## src/rtl/ils_pkg.sv

```systemverilog
// ----------------------------------------------------------------------------
// ils_pkg
// types and constants shared by the indexed list store modules
// ----------------------------------------------------------------------------
package ils_pkg;

  localparam int unsigned PosW   = 5;
  localparam int unsigned ValW   = 32;
  localparam int unsigned CountW = 5;

  typedef enum logic [1:0] {
    REQ_GET    = 2'd0,
    REQ_APPEND = 2'd1,
    REQ_INSERT = 2'd2,
    REQ_REMOVE = 2'd3
  } req_e;

  typedef enum logic [1:0] {
    ST_OK    = 2'd0,
    ST_RANGE = 2'd1,
    ST_FULL  = 2'd2
  } status_e;

  typedef enum logic [2:0] {
    S_IDLE,
    S_GET,
    S_UP,
    S_PUT,
    S_RM,
    S_DN,
    S_DONE
  } state_e;

  typedef struct packed {
    req_e             req_type;
    logic [PosW-1:0]  position;
    logic [ValW-1:0]  item_value;
  } in_item_t;

  typedef struct packed {
    status_e           status;
    logic [ValW-1:0]   read_value;
    logic [CountW-1:0] count;
  } out_item_t;

  // top level to sequencer
  typedef struct packed {
    logic start;
    logic out_free;
  } seq_ctl_t;

  // sequencer to top level
  typedef struct packed {
    logic busy;
    logic done;
  } seq_sts_t;

endpackage

```

## src/rtl/ils_mem.sv

```systemverilog
// ----------------------------------------------------------------------------
// ils_mem
// element storage: one write port, one read port with registered data
// ----------------------------------------------------------------------------
module ils_mem #(
  parameter int unsigned DEPTH         = 16,
  parameter int unsigned ELEMENT_WIDTH = 32
) (
  input  logic                                       clk_i,
  input  logic                                       we_i,
  input  logic [((DEPTH > 1) ? $clog2(DEPTH) : 1)-1:0] waddr_i,
  input  logic [ELEMENT_WIDTH-1:0]                   wdata_i,
  input  logic                                       re_i,
  input  logic [((DEPTH > 1) ? $clog2(DEPTH) : 1)-1:0] raddr_i,
  output logic [ELEMENT_WIDTH-1:0]                   rdata_o
);

  logic [ELEMENT_WIDTH-1:0] mem_q [DEPTH];
  logic [ELEMENT_WIDTH-1:0] rdata_q;

  always_ff @(posedge clk_i) begin
    if (we_i) begin
      mem_q[waddr_i] <= wdata_i;
    end
  end

  always_ff @(posedge clk_i) begin
    if (re_i) begin
      rdata_q <= mem_q[raddr_i];
    end
  end

  assign rdata_o = rdata_q;

endmodule

```

## src/rtl/ils_seq.sv

```systemverilog
// ----------------------------------------------------------------------------
// ils_seq
// request sequencer: range checks, fill count and the one-entry-per-cycle
// shift through the storage using a shared index counter
// ----------------------------------------------------------------------------
module ils_seq #(
  parameter int unsigned DEPTH         = 16,
  parameter int unsigned ELEMENT_WIDTH = 32
) (
  input  logic                                       clk_i,
  input  logic                                       rst_ni,
  input  ils_pkg::seq_ctl_t                          ctl_i,
  input  ils_pkg::in_item_t                          req_i,
  output ils_pkg::seq_sts_t                          sts_o,
  output ils_pkg::out_item_t                         res_o,
  output logic                                       mem_we_o,
  output logic [((DEPTH > 1) ? $clog2(DEPTH) : 1)-1:0] mem_waddr_o,
  output logic [ELEMENT_WIDTH-1:0]                   mem_wdata_o,
  output logic                                       mem_re_o,
  output logic [((DEPTH > 1) ? $clog2(DEPTH) : 1)-1:0] mem_raddr_o,
  input  logic [ELEMENT_WIDTH-1:0]                   mem_rdata_i
);

  localparam int unsigned AW = (DEPTH > 1) ? $clog2(DEPTH) : 1;
  localparam int unsigned CW = $clog2(DEPTH + 1);
  localparam int unsigned PW = (CW > ils_pkg::PosW) ? CW : ils_pkg::PosW;
  localparam int unsigned EW = ELEMENT_WIDTH;

  ils_pkg::state_e  state_q, state_d;
  logic [CW-1:0]    fill_q, fill_d;
  logic [AW-1:0]    idx_q, idx_d;
  logic [AW-1:0]    pos_q, pos_d;
  logic [EW-1:0]    val_q, val_d;
  logic [EW-1:0]    rval_q, rval_d;
  ils_pkg::status_e status_q, status_d;

  logic [PW-1:0] pos_w;
  logic [PW-1:0] fill_w;
  logic          pos_ge_fill;
  logic          pos_gt_fill;
  logic          at_end;
  logic          full;
  logic          next_in_range;
  logic          idx_is_pos;

  assign pos_w         = PW'(req_i.position);
  assign fill_w        = PW'(fill_q);
  assign pos_ge_fill   = pos_w >= fill_w;
  assign pos_gt_fill   = pos_w > fill_w;
  assign at_end        = pos_w == fill_w;
  assign full          = fill_q == CW'(DEPTH);
  assign next_in_range = (CW'(idx_q) + CW'(1)) < fill_q;
  assign idx_is_pos    = idx_q == pos_q;

  // next state
  always_comb begin
    state_d = state_q;
    unique case (state_q)
      ils_pkg::S_IDLE: begin
        if (ctl_i.start) begin
          unique case (req_i.req_type)
            ils_pkg::REQ_GET: begin
              state_d = pos_ge_fill ? ils_pkg::S_DONE : ils_pkg::S_GET;
            end
            ils_pkg::REQ_APPEND: begin
              state_d = ils_pkg::S_DONE;
            end
            ils_pkg::REQ_INSERT: begin
              if (pos_gt_fill || full || at_end) begin
                state_d = ils_pkg::S_DONE;
              end else begin
                state_d = ils_pkg::S_UP;
              end
            end
            ils_pkg::REQ_REMOVE: begin
              state_d = pos_ge_fill ? ils_pkg::S_DONE : ils_pkg::S_RM;
            end
            default: state_d = ils_pkg::S_DONE;
          endcase
        end
      end
      ils_pkg::S_GET: state_d = ils_pkg::S_DONE;
      ils_pkg::S_UP:  state_d = idx_is_pos ? ils_pkg::S_PUT : ils_pkg::S_UP;
      ils_pkg::S_PUT: state_d = ils_pkg::S_DONE;
      ils_pkg::S_RM, ils_pkg::S_DN: begin
        state_d = next_in_range ? ils_pkg::S_DN : ils_pkg::S_DONE;
      end
      ils_pkg::S_DONE: begin
        if (ctl_i.out_free) begin
          state_d = ils_pkg::S_IDLE;
        end
      end
      default: state_d = ils_pkg::S_IDLE;
    endcase
  end

  // datapath and outputs
  always_comb begin
    fill_d      = fill_q;
    idx_d       = idx_q;
    pos_d       = pos_q;
    val_d       = val_q;
    rval_d      = rval_q;
    status_d    = status_q;
    mem_we_o    = 1'b0;
    mem_waddr_o = '0;
    mem_wdata_o = '0;
    mem_re_o    = 1'b0;
    mem_raddr_o = '0;
    sts_o.busy  = state_q != ils_pkg::S_IDLE;
    sts_o.done  = 1'b0;
    unique case (state_q)
      ils_pkg::S_IDLE: begin
        if (ctl_i.start) begin
          rval_d   = '0;
          status_d = ils_pkg::ST_OK;
          unique case (req_i.req_type)
            ils_pkg::REQ_GET: begin
              if (pos_ge_fill) begin
                status_d = ils_pkg::ST_RANGE;
              end else begin
                mem_re_o    = 1'b1;
                mem_raddr_o = AW'(req_i.position);
              end
            end
            ils_pkg::REQ_APPEND: begin
              if (full) begin
                status_d = ils_pkg::ST_FULL;
              end else begin
                mem_we_o    = 1'b1;
                mem_waddr_o = AW'(fill_q);
                mem_wdata_o = EW'(req_i.item_value);
                fill_d      = fill_q + CW'(1);
              end
            end
            ils_pkg::REQ_INSERT: begin
              if (pos_gt_fill) begin
                status_d = ils_pkg::ST_RANGE;
              end else if (full) begin
                status_d = ils_pkg::ST_FULL;
              end else if (at_end) begin
                mem_we_o    = 1'b1;
                mem_waddr_o = AW'(req_i.position);
                mem_wdata_o = EW'(req_i.item_value);
                fill_d      = fill_q + CW'(1);
              end else begin
                // start from the last entry and walk down to the slot
                mem_re_o    = 1'b1;
                mem_raddr_o = AW'(fill_q - CW'(1));
                idx_d       = AW'(fill_q - CW'(1));
                pos_d       = AW'(req_i.position);
                val_d       = EW'(req_i.item_value);
              end
            end
            ils_pkg::REQ_REMOVE: begin
              if (pos_ge_fill) begin
                status_d = ils_pkg::ST_RANGE;
              end else begin
                mem_re_o    = 1'b1;
                mem_raddr_o = AW'(req_i.position);
                idx_d       = AW'(req_i.position);
              end
            end
            default: status_d = ils_pkg::ST_RANGE;
          endcase
        end
      end
      ils_pkg::S_GET: begin
        rval_d = mem_rdata_i;
      end
      ils_pkg::S_UP: begin
        // move entry idx up by one, fetch the one below
        mem_we_o    = 1'b1;
        mem_waddr_o = idx_q + AW'(1);
        mem_wdata_o = mem_rdata_i;
        if (!idx_is_pos) begin
          mem_re_o    = 1'b1;
          mem_raddr_o = idx_q - AW'(1);
          idx_d       = idx_q - AW'(1);
        end
      end
      ils_pkg::S_PUT: begin
        mem_we_o    = 1'b1;
        mem_waddr_o = pos_q;
        mem_wdata_o = val_q;
        fill_d      = fill_q + CW'(1);
      end
      ils_pkg::S_RM, ils_pkg::S_DN: begin
        if (state_q == ils_pkg::S_RM) begin
          rval_d = mem_rdata_i;
        end else begin
          // move entry idx down by one
          mem_we_o    = 1'b1;
          mem_waddr_o = idx_q - AW'(1);
          mem_wdata_o = mem_rdata_i;
        end
        if (next_in_range) begin
          mem_re_o    = 1'b1;
          mem_raddr_o = idx_q + AW'(1);
          idx_d       = idx_q + AW'(1);
        end else begin
          fill_d = fill_q - CW'(1);
        end
      end
      ils_pkg::S_DONE: begin
        sts_o.done = ctl_i.out_free;
      end
      default: ;
    endcase
  end

  assign res_o.status     = status_q;
  assign res_o.read_value = ils_pkg::ValW'(rval_q);
  assign res_o.count      = ils_pkg::CountW'(fill_q);

  always_ff @(posedge clk_i or negedge rst_ni) begin
    if (!rst_ni) begin
      state_q <= ils_pkg::S_IDLE;
      fill_q  <= '0;
    end else begin
      state_q <= state_d;
      fill_q  <= fill_d;
    end
  end

  always_ff @(posedge clk_i) begin
    idx_q    <= idx_d;
    pos_q    <= pos_d;
    val_q    <= val_d;
    rval_q   <= rval_d;
    status_q <= status_d;
  end

endmodule

```

## src/rtl/indexed_list_store.sv

```systemverilog
// ----------------------------------------------------------------------------
// indexed_list_store
// fixed-capacity ordered list with get, append, insert and remove requests
// ----------------------------------------------------------------------------
// usage
//   in channel: in_valid_i / in_stall_o carry one request item (in_i); an
//   item is taken at an edge with valid high and stall low. in_stall_o is
//   high from the accepting edge on until the result is handed to the
//   output register, so one request is worked on at a time.
//   out channel: out_valid_o / out_stall_i carry one result item (out_o)
//   per request: status, element read or removed, and the length after it.
//   steps after accept: append, failed requests and an insert at the end
//   go straight to S_DONE; get reads in S_GET first; insert moves entries
//   up one from the end down to the index in S_UP, then writes the item in
//   S_PUT; remove reads in S_RM, then moves later entries down in S_DN.
//   a new request is taken in the cycle after the result is registered.
//   the shift loop moves one entry per cycle through both storage ports.
//   stall: the result sits in the output register while out_stall_i is
//   high; a finished request whose register is still full waits in the
//   sequencer and holds in_stall_o high.
//   reset: the list is empty (length 0); element storage is not cleared,
//   only entries below the length are ever read.
// ----------------------------------------------------------------------------
module indexed_list_store #(
  parameter int unsigned DEPTH         = 16,
  parameter int unsigned ELEMENT_WIDTH = 32
) (
  input  logic               clk_i,
  input  logic               rst_ni,
  input  logic               in_valid_i,
  output logic               in_stall_o,
  input  ils_pkg::in_item_t  in_i,
  output logic               out_valid_o,
  input  logic               out_stall_i,
  output ils_pkg::out_item_t out_o
);

  localparam int unsigned AW = (DEPTH > 1) ? $clog2(DEPTH) : 1;

  ils_pkg::seq_ctl_t  ctl;
  ils_pkg::seq_sts_t  sts;
  ils_pkg::out_item_t res;

  // storage port wires
  logic                     mem_we;
  logic [AW-1:0]            mem_waddr;
  logic [ELEMENT_WIDTH-1:0] mem_wdata;
  logic                     mem_re;
  logic [AW-1:0]            mem_raddr;
  logic [ELEMENT_WIDTH-1:0] mem_rdata;

  // output register
  logic               out_valid_q, out_valid_d;
  ils_pkg::out_item_t out_q;

  // only idle sequencer takes a new item
  assign in_stall_o   = sts.busy;
  assign ctl.start    = in_valid_i && !sts.busy;
  // output register empty, or emptied at this edge
  assign ctl.out_free = !out_valid_q || !out_stall_i;

  ils_seq #(
    .DEPTH         (DEPTH),
    .ELEMENT_WIDTH (ELEMENT_WIDTH)
  ) u_seq (
    .clk_i       (clk_i),
    .rst_ni      (rst_ni),
    .ctl_i       (ctl),
    .req_i       (in_i),
    .sts_o       (sts),
    .res_o       (res),
    .mem_we_o    (mem_we),
    .mem_waddr_o (mem_waddr),
    .mem_wdata_o (mem_wdata),
    .mem_re_o    (mem_re),
    .mem_raddr_o (mem_raddr),
    .mem_rdata_i (mem_rdata)
  );

  ils_mem #(
    .DEPTH         (DEPTH),
    .ELEMENT_WIDTH (ELEMENT_WIDTH)
  ) u_mem (
    .clk_i   (clk_i),
    .we_i    (mem_we),
    .waddr_i (mem_waddr),
    .wdata_i (mem_wdata),
    .re_i    (mem_re),
    .raddr_i (mem_raddr),
    .rdata_o (mem_rdata)
  );

  // result item loads only when the register is free, so nothing is lost
  always_comb begin
    out_valid_d = out_valid_q;
    if (sts.done) begin
      out_valid_d = 1'b1;
    end else if (!out_stall_i) begin
      out_valid_d = 1'b0;
    end
  end

  always_ff @(posedge clk_i or negedge rst_ni) begin
    if (!rst_ni) begin
      out_valid_q <= 1'b0;
    end else begin
      out_valid_q <= out_valid_d;
    end
  end

  always_ff @(posedge clk_i) begin
    if (sts.done) begin
      out_q <= res;
    end
  end

  assign out_valid_o = out_valid_q;
  assign out_o       = out_q;

endmodule
```

## config.mk

```make
export PLATFORM = sky130hd
export DESIGN_NAME = indexed_list_store
export DESIGN_NICKNAME = d
export VERILOG_FILES = /design/src/rtl/ils_pkg.sv /design/src/rtl/ils_mem.sv /design/src/rtl/ils_seq.sv /design/src/rtl/indexed_list_store.sv
export SDC_FILE = /design/constraint.sdc
export NUM_CORES = 1
export LEC_CHECK = 0
export BUFFER_PORTS_ARGS = -buffer_cell sky130_fd_sc_hd__buf_2
export CORE_AREA = 3 3 216 218
export DETAILED_ROUTE_END_ITERATION = 6
export DIE_AREA = 0 0 219 221
export MAX_ROUTING_LAYER = met4
export PLACE_DENSITY = 0.8
export SLEW_MARGIN = 10
export SYNTH_ARGS = -nofsm -noshare
export SYNTH_HDL_FRONTEND = slang
export SYNTH_SLANG_ARGS = --single-unit
```

## constraint.sdc

```tcl
create_clock -name clk_i -period 6.3 [get_ports clk_i]
set_input_delay 1.26 -clock clk_i [delete_from_list [all_inputs] [get_ports clk_i]]
set_output_delay 1.26 -clock clk_i [all_outputs]
set_load 0.01 [all_outputs]
```

# Yosys cells after proc, flatten, opt, wreduce, memory -nomap -nowiden
# Memories as Yosys holds them, arrays and structs flattened. A register that Yosys moved wholly into a read port is not among the register bits.
# Cells that the tools add are included.
# word_totals
mem_count	1
mem_bits_rw	512
reg_bits	122
out_inout_bits	41
# classes
eq_ne	27
add_sub_neg	5
n_bitwise	3
mux	80
n_reduce_logical	23
magnitude_cmp	3
# mem_list
name	words	word_bits	rd	rd_clocked_by_memory_dff	wr	line	source
u_mem.mem_q	16	32	1	1	1	ils_mem.sv:18	logic [ELEMENT_WIDTH-1:0] mem_q [DEPTH];
# op_table
op	count
$mux 32	8
$pmux 32 s4	1
$pmux 32 s3	1
$mux 4	20
$pmux 32 s2	1
$mux 5	6
$pmux 4 s2	3
$pmux 4 s3	2
$mux 1	20
$ne 3x3->1 const B	6
$pmux 4 s4	1
$pmux 3 s5	1
$pmux 5 s3	1
$mux 3	4
$pmux 3 s4	1
$reduce_bool 3->1	4
$pmux 5 s2	1
$eq 3x3->1 const B	3
$reduce_and 9->1	1
$mux 2	4
$ne 2x1->1 const B	4
$reduce_and 8->1	1
$reduce_or 2->1	4
$eq 3x2->1 const B	2
other kinds (28)	41

# Depth between registers and ports, before layout
# Gate-level depths: netlist of the first run.
# logic_depth
word_depth	9
depth_mapped	15
mapped_depth_nobuf	11

# Cells and area by module
# A second synthesis of the first run with hierarchy kept.
# hier_totals
hier_cells	1290
area_unflattened_um2	26022.5
# modules_own_cells
module	instances	cells_each	area_each_um2
ils_mem	1	838	20155.6
ils_seq	1	409	4653.2
indexed_list_store	1	43	1213.7

# Worst setup path after synthesis of the first run
# OpenSTA, ideal clock, no wires.
# synth_path
path_kind	input to register
startpoint	in in_i[36] (netlist bit)
endpoint	reg u_seq.pos_q[0] (enable)
stages	6
slack_ns	1.066
t_required_ns	5.826
t_arrival_ns	4.760
n_path_buf	0
cell_sequence	ha_1 > a21oi_1 > o21ai_1 > nor2_1 > inv_1 > nor3_1
# synth_between
elab_chain_len	3
word_cells_on_any_way	5
cone_classes	order compare: 1; eq/ne: 1; bitwise: 2; reduce/logical: 1
# synth_lines
item	line	source
start: declaration	indexed_list_store.sv:32	input ils_pkg::in_item_t in_i,
$gt 5x5->1 or $eq 5x5->1 (tied branches)	ils_seq.sv:49, ils_seq.sv:50	
$not 1->1 (no line)	--	
$reduce_and 6->1 (no line) (*)	--	
end signal: assignment	ils_seq.sv:228	pos_q <= pos_d;
end: declaration	ils_seq.sv:32	logic [AW-1:0] pos_q, pos_d;
# Mark *: on every way between the ends. The rest lies on a longest branch, timed or not.
# A chain may end at the register's enable or synchronous reset.

# Worst setup path after layout of the first run
# layout_path
startpoint	reg u_seq.idx_q[0]
endpoint	reg u_mem.rdata_q[19] (netlist: u_mem.rdata_o[19]), read port of u_mem.mem_q, data pin
# layout_between
elab_chain_len	4
word_cells_on_any_way	11
cone_classes	add/sub: 3; order compare: 1; eq/ne: 1; mux: 6
# layout_lines
item	line	source
start: declaration	ils_seq.sv:31	logic [AW-1:0] idx_q, idx_d;
start signal: assignment	ils_seq.sv:227	idx_q <= idx_d;
$add 4x1->5	ils_seq.sv:52	assign next_in_range = (CW'(idx_q) + CW'(1)) < fill_q;
$lt 5x5->1	ils_seq.sv:52	
$mux 4 or $mux 1 (tied branches)	ils_seq.sv:197	if (next_in_range) begin
$pmux 4 s3 or $pmux 1 s3 (tied branches)	ils_seq.sv:112	unique case (state_q)
end: declaration	ils_mem.sv:19	logic [ELEMENT_WIDTH-1:0] rdata_q;
# Parallel ways exist; a longest one is shown, timed or not.

==> impl_metrics.csv, run 1 <==
group,metric,value,unit
die,num_rows,78,
pwr,irDropWorstVdd,0.891,mV
setup_path,crit_type,"flop to flop",
run_status,status,"completed",
sta,slew_violations,0,
synthesis,synth_edf_count,657,
sta,fin_tns_setup,0,ps
route,viasPerCell,6.64,
sta,setup_viol,0,
route,wl,64.8,mm
synthesis,avgSynthCellArea,14.6,um2
route,ant_nets,0,
route,drc,0,
global_routing,grt_pass1_vias,16400,
synthesis,synth-async-reset-ratio,1.35,%
cts,cts_buffer_depth,3,
synthesis,synth_area,0.0268,mm2
route,routedWlPerCell,25.6,um
global_routing,grt_first_pass_wirelength,98.1,mm
placed_design,portBuffers,83,
sta,finClkSkew,20.5,ps
cells_and_area,area_delta_synth_final,11.6,%
cells_and_area,final_area,0.0299,mm2
pwr,power,18.9,mW
cells_and_area,fin_cells,2537,
global_routing,overflow,0,
cts,cts_buffers,61,
cts,clk-insertion-delay-late,620,ps
cts,cts.sinks,666,
cells_and_area,drive_gt1_share,14.1,%
placed_design,postPlaceCellArea,0.0279,mm2
sta,fmax,0.231,GHz
route,drt_iter0_drc,2481,
cts,h-tree-depth,2,
synthesis,synth_cells,1834,
synthesis,ys_ff_latch,666,
setup_path,cp_common_cell,"ha_1",
run,maxCapViolCount,0,
synthesis,syn-num-nets,1895,
pwr,leakage,10.1,nW
sta,finalHoldViolations,0,
cts,cts_setup_buffers,0,
setup_path,critPathLaunchType,"flop",
die,die_w,219,um
route,dr.pass1.iters,7,
sta,period_needed,4330,ps
setup_path,cp.required,6770,ps
worst_hold_path,hold_path_class,"flop to flop",
pwr,power_density,632,mW/mm2
synthesis,yosysWarnings,0,
die,initial_core_util,59.5,%
setup_path,rr_worst_depth,12,
cts,cts_resized,0,
cells_and_area,layout.nets,1949,
synthesis,yosysSeqAreaShare,74.4,%
sta,rsz0062_at_grt,"no",
global_routing,grt_max_degree,249,
setup_path,crit_path_cell_trace,"inv_1 -> ha_1 -> ha_1 -> nand2_1 -> o211ai_1 -> nand2_2 -> a21oi_4 -> buf_12 -> a22oi_1 -> a32o_1 -> o22ai_1 -> a221o_1",
die,io_pins,84,
sta,period_share,68.7,%
setup_path,critPathSlowestCell,"buf_12",
sta,slew_headroom,15.1,%
setup_path,critPathArrivalTime,4800,ps
placed_design,dpl.cell_count,2425,
route,vias,16900,
setup_path,end_kind,"flop",
worst_hold_path,worstHoldPathCells,0,
cts,cts_tree,"yes",
setup_path,max_stage_delay,750,ps
sta,tightest_slew,1270,ps
synthesis,netlist-cell-type-count,59,
cts,cts-root-buf,"clkbuf_16",
setup_path,path_max_fanout,248,
cts,ctsHoldBuffers,0,
placed_design,dp_hpwl,34.4,mm
global_routing,grt_antenna_before_repair,0,
placed_design,gp_congestion,0.952,
synthesis,ys.flop_type,"edfxtp_1",
setup_path,rrSetupSlack,1970,ps
cts,cts.clk_slew.worst_paths,60,ps
global_routing,track_usage,27.5,%
die,die_y,221,um
cells_and_area,num_antenna_cells,0,
die,dieArea,0.0484,mm2
die,core_area,0.0451,mm2
## registers in the layout, summed over array words and instances, names as in the netlist
name / count
u_seq.rval_q: 32
u_seq.idx_q: 4
u_seq.fill_q: 5
out_valid_o: 1
u_seq.val_q: 32
u_seq.state_q: 3
u_mem.rdata_o: 32
u_seq.status_q: 2
out_o: 39
u_seq.pos_q: 4
u_mem.mem_q: 512
## path summary, 6_finish.rpt
check                                              start                           end
setup / recovery                u_seq.idx_q[0]$_DFFE_PP_   u_mem.rdata_o[19]$_DFFE_PP_
hold / removal             u_seq.rval_q[1]$_SDFFCE_PN0P_            out_o[6]$_DFFE_PP_
setup reg to reg                u_seq.idx_q[0]$_DFFE_PP_   u_mem.rdata_o[19]$_DFFE_PP_
hold reg to reg            u_seq.rval_q[1]$_SDFFCE_PN0P_            out_o[6]$_DFFE_PP_
max in group asynchronous                         rst_ni  u_seq.state_q[0]$_DFFE_PN0P_
min in group asynchronous                         rst_ni   u_seq.fill_q[2]$_DFFE_PN0P_
## kinds of logic after synthesis
logic type | synth area share, %
fa+ha+maj | 0.839
compound gates | 12.7
buf+inv | 2.97
mux | 0.452
xor+xnor | 0.490
flops | 74.4
simple gates | 8.21
## through the flow
stage          hold WS (ps)  worst slack (ps)  utilization [%]
6_report                412              1970             66.4
5_1_grt                 428              1810             66.4
4_1_cts                 417              2070             66.4
3_5_place_dp            405              1700             62.0
3_3_place_gp            402              1760             62.0
2_1_floorplan           400              1070                -
## Yosys cell counts (4+ instances only)
master | instances | area share, %
edfxtp_1 | 657 | 74
nand2_1 | 410 | 5.7
a22oi_1 | 67 | 1.9
a32oi_1 | 64 | 2.1
a32o_1 | 62 | 2.3
clkbuf_1 | 62 | 0.87
a21oi_1 | 54 | 1.0
inv_1 | 49 | 0.69
buf_2 | 44 | 0.82
nor2_1 | 39 | 0.55
and2_1 | 37 | 0.86
a222oi_1 | 33 | 1.2
o22ai_1 | 33 | 0.77
a221o_1 | 32 | 1.2
a21oi_2 | 28 | 0.91
o21ai_0 | 19 | 0.35
ha_1 | 18 | 0.84
xnor2_1 | 13 | 0.42
buf_4 | 9 | 0.25
dfrtp_1 | 9 | 0.84
nand3_1 | 9 | 0.17
nand4_1 | 8 | 0.19
nor3_1 | 7 | 0.13
buf_1 | 6 | 0.084
o211ai_1 | 6 | 0.17
buf_6 | 5 | 0.21
nor2b_1 | 5 | 0.12
mux4_2 | 4 | 0.34
## routing by layer
| layer | vias up | GRT usage, % | part of all wire, % |
|---|---|---|---|
| met5 | - | - | 0 |
| met4 | 0 | 11.3 | 4.0 |
| met3 | 199 | 4.90 | 10 |
| met2 | 1030 | 41.9 | 48 |
| met1 | 8396 | 37.2 | 38 |
| li1 | 7228 | - | - |
## cells in the final DEF, fill, tap and decap left out, types with 10 or more instances in the layout
master and n:
clkinv_1 16, a21oi_2 27, a221o_1 32, clkbuf_16 62, o21ai_0 18, edfxtp_1 657
ha_1 18, and2_1 37, a32oi_1 64, o22ai_1 33, nand2_1 409, a22oi_1 67
clkbuf_1 12, a21oi_1 52, a222oi_1 33, nor2_1 20, xnor2_1 13, inv_1 49
buf_4 29, clkinv_2 10, buf_2 83, nor2_4 17, a32o_1 62
## layout make-up
| class | count | area (um2) |
|---|---|---|
| Timing Repair Buffer | 118 | 753 |
| Tap cell | 600 | 751 |
| Fill cell | 2948 | 15100 |
| Clock buffer | 74 | 1600 |
| Inverter | 51 | 191 |
| Multi-Input combinational cell | 990 | 6290 |
| Clock inverter | 38 | 413 |
| Sequential cell | 666 | 20000 |
## report_power, final
part,switching [mW],leakage [nW],total (mW),internal [mW]
clock network,1.54,0.981,3.70,2.16
registers,0.431,6.18,7.37,6.94
logic,5.35,2.92,7.86,2.52
## worst max-delay path, delay by kind of cell (launching register included)
kind | cells | cell delay, ps
compound gates | 6 | 1360
fa+ha+maj | 2 | 790
buf+inv | 2 | 990
flops | 1 | 490
simple gates | 2 | 320
No activity file was read; power rests on OpenSTA's default activity.
==> run 2: changes to the inputs <==
--- a/config.mk
+++ b/config.mk
@@ -5,10 +5,11 @@
 export SDC_FILE = /design/constraint.sdc
 export NUM_CORES = 1
 export LEC_CHECK = 0
+export ABC_AREA = 1
 export BUFFER_PORTS_ARGS = -buffer_cell sky130_fd_sc_hd__buf_2
-export CORE_AREA = 3 3 216 218
+export CORE_AREA = 3 3 220 222
 export DETAILED_ROUTE_END_ITERATION = 6
-export DIE_AREA = 0 0 219 221
+export DIE_AREA = 0 0 223 225
 export MAX_ROUTING_LAYER = met4
 export PLACE_DENSITY = 0.8
 export SLEW_MARGIN = 10
==> constraint.sdc (replaced) <==
create_clock -name clk_i -period 4.55 [get_ports clk_i]
set_input_delay 0.91 -clock clk_i [delete_from_list [all_inputs] [get_ports clk_i]]
set_output_delay 0.91 -clock clk_i [all_outputs]
set_load 0.01 [all_outputs]
==> impl_metrics.csv, run 2 <==
group,metric,value,unit
global_routing,track_usage,28.3,%
setup_path,crit_path_cell_trace,"ha_1 -> xor2_1 -> ha_1 -> nand2_1 -> inv_1 -> o21ai_0 -> nand3_1 -> inv_1 -> nand2_1 -> nand2_1 -> nand2_8 -> nand2_8 -> buf_4 -> nand2_1 -> nand3_1 -> nand3_1 -> nand2_1 -> nand2_1 -> nand2_1",
cells_and_area,top_register,"u_mem.mem_q",
synthesis,syn-num-nets,2393,
setup_path,critPathSlowestCell,"edfxtp_1",
synthesis,netlist-cell-type-count,44,
die,dieArea,0.0502,mm2
cells_and_area,largest_reg_flops,512,
die,num_rows,79,
synthesis,synthTopCellsByArea,"edfxtp_1 (71%), nand3_1 (12%), nand2_1 (7.4%)",
die,core_area,0.0466,mm2
cells_and_area,final_cell_mix,"edfxtp_1 (657), nand3_1 (655), nand2_1 (548)",
sta,setup_viol,0,
setup_path,path_buf_inv,3,
route,wl,70.1,mm
sta,period_needed,3710,ps
setup_path,critPathArrivalTime,4210,ps
cts,ctsHoldBuffers,0,
setup_path,rr_worst_depth,19,
setup_path,reg2reg_from,"u_seq.idx_q[0]$_DFFE_PP_",
die,io_pins,84,
setup_path,r2r-end,"u_mem.rdata_o[18]$_DFFE_PP_",
route,drt_iter0_drc,2847,
cts,cts_buffer_depth,3,
placed_design,pre_cts_ws,649,ps
cts,cts_buffers,61,
global_routing,grt_antenna_before_repair,1,
placed_design,dp_hpwl,39.2,mm
sta,slew_violations,0,
synthesis,synth_cells,2332,
synthesis,yosysWarnings,0,
sta,fmax,0.270,GHz
route,viasPerCell,6.31,
run_status,status,"completed",
sta,fin_ws,843,ps
synthesis,ys.flop_type,"edfxtp_1",
synthesis,ys_ff_latch,666,
cts,cts.sinks,666,
die,initial_core_util,59.9,%
synthesis,yosysSeqAreaShare,71.6,%
global_routing,overflow,0,
placed_design,portBuffers,83,
synthesis,synth_area,0.0279,mm2
route,drc,0,
route,ant_nets,0,
cells_and_area,final_util,67.0,%
cells_and_area,final_common_cell,"edfxtp_1",
cts,cts_resized,0,
sta,fin_tns_setup,0,ps
route,vias,19200,
setup_path,cp_common_cell,"nand2_1",
worst_hold_path,hold_path_class,"input pin to asynchronous set/reset pin",
sta,worst_hold_slack,141,ps
synthesis,synth_top_area_cell,"edfxtp_1",
placed_design,gp_congestion,0.900,
setup_path,crit_type,"flop to flop",
setup_path,max_stage_delay,540,ps
setup_path,critPathLaunchType,"flop",
setup_path,rrSetupSlack,840,ps
sta,finClkSkew,25.6,ps
synthesis,synth_edf_count,657,
global_routing,grt_first_pass_wirelength,107,mm
cells_and_area,drive_gt1_share,11.3,%
sta,slew_headroom,21.9,%
cts,cts.clk_slew.worst_paths,60,ps
cells_and_area,layout.nets,2450,
setup_path,path_max_fanout,40,
sta,period_share,81.5,%
synthesis,synth-async-reset-ratio,1.35,%
cells_and_area,area_delta_synth_final,11.9,%
setup_path,cp.required,5050,ps
sta,finalHoldViolations,0,
run,maxCapViolCount,0,
synthesis,avgSynthCellArea,12.0,um2
cts,cts_setup_buffers,0,
route,routedWlPerCell,23.0,um
synthesis,synth_top_area_share,70.8,%
setup_path,cpLargestDelayFamily,"simple AND/OR/NAND/NOR gates",
die,die_y,225,um
global_routing,grt_pass1_vias,18500,
cts,clk-insertion-delay-late,640,ps
cts,h-tree-depth,2,
cts,cts-root-buf,"clkbuf_16",
cells_and_area,fill_cells,3106,
sta,tightest_slew,1170,ps
die,die_w,223,um
route,dr.pass1.iters,5,
sta,rsz0062_at_grt,"no",
synthesis,synth_common_cells,"edfxtp_1 (657), nand3_1 (657), nand2_1 (548)",
cts,cts_tree,"yes",
global_routing,grt_max_degree,132,
setup_path,end_kind,"flop",
-- run 2: logic make-up after synthesis --
family	Yosys count	synth area share [%]
adders and majority gates	18	0.808
buffers and inverters	238	4.11
AOI/OAI and AO/OA	88	2.12
DFF	666	71.6
xor gates and xnor gates	12	0.377
and+or+nand+nor	1310	21.0
-- run 2: how the worst max path moves through the flow --
stage / cells after the start / start / to
finish: 19 / u_seq.idx_q[0]$_DFFE_PP_ / u_mem.rdata_o[18]$_DFFE_PP_
global route: 19 / u_seq.idx_q[0]$_DFFE_PP_ / u_mem.rdata_o[18]$_DFFE_PP_
CTS: 19 / u_seq.idx_q[0]$_DFFE_PP_ / u_mem.rdata_o[18]$_DFFE_PP_
detailed placement: 13 / in_i[34] / u_mem.mem_q[10][9]$_DFFE_PP_
global placement: 13 / in_i[36] / u_mem.mem_q[10][12]$_DFFE_PP_
floorplan: 12 / in_i[36] / u_mem.mem_q[5][0]$_DFFE_PP_
-- run 2: metal layers --
| metal | global-route usage (%) | routed length (um) | up-vias |
|---|---|---|---|
| met5 | - | 0 | - |
| met1 | 39.1 | 26000 | 9116 |
| met3 | 4.73 | 8750 | 199 |
| met4 | 11.0 | 2320 | 0 |
| li1 | - | - | 8470 |
| met2 | 42.9 | 33100 | 1445 |
-- run 2: final cells by class --
type                            count  area [um2]  area share, %
Sequential cell                   666       20000           64.0
Multi-Input combinational cell   1428        6990           22.4
Clock buffer                       72        1570           5.03
Timing Repair Buffer              140        1160           3.71
Tap cell                          607         759           2.44
Clock inverter                     42         412           1.32
Inverter                           92         345           1.11
Antenna cell                        1        2.50        0.00802
-- run 2: per-stage QoR --
| step | cell area [um2] | instances |
|---|---|---|
| floorplan | 27900 | 2332 |
| detailed placement | 29200 | 2932 |
| finish | 31200 | 3048 |
| global placement | 29200 | 2932 |
| CTS | 31200 | 3046 |
| global route | 31200 | 3048 |
-- run 2: worst reg2reg max path, delay by kind of cell, from the launching register on --
family / cells / cell delay, ps
AOI/OAI and AO/OA: 1 / 130
xor gates and xnor gates: 1 / 260
adders and majority gates: 2 / 600
buffers and inverters: 3 / 580
DFF: 1 / 540
and+or+nand+nor: 12 / 1470
Power of run 2 is not shown: default switching activity piles up to over one toggle a cycle in this logic, so the estimate is an artifact.
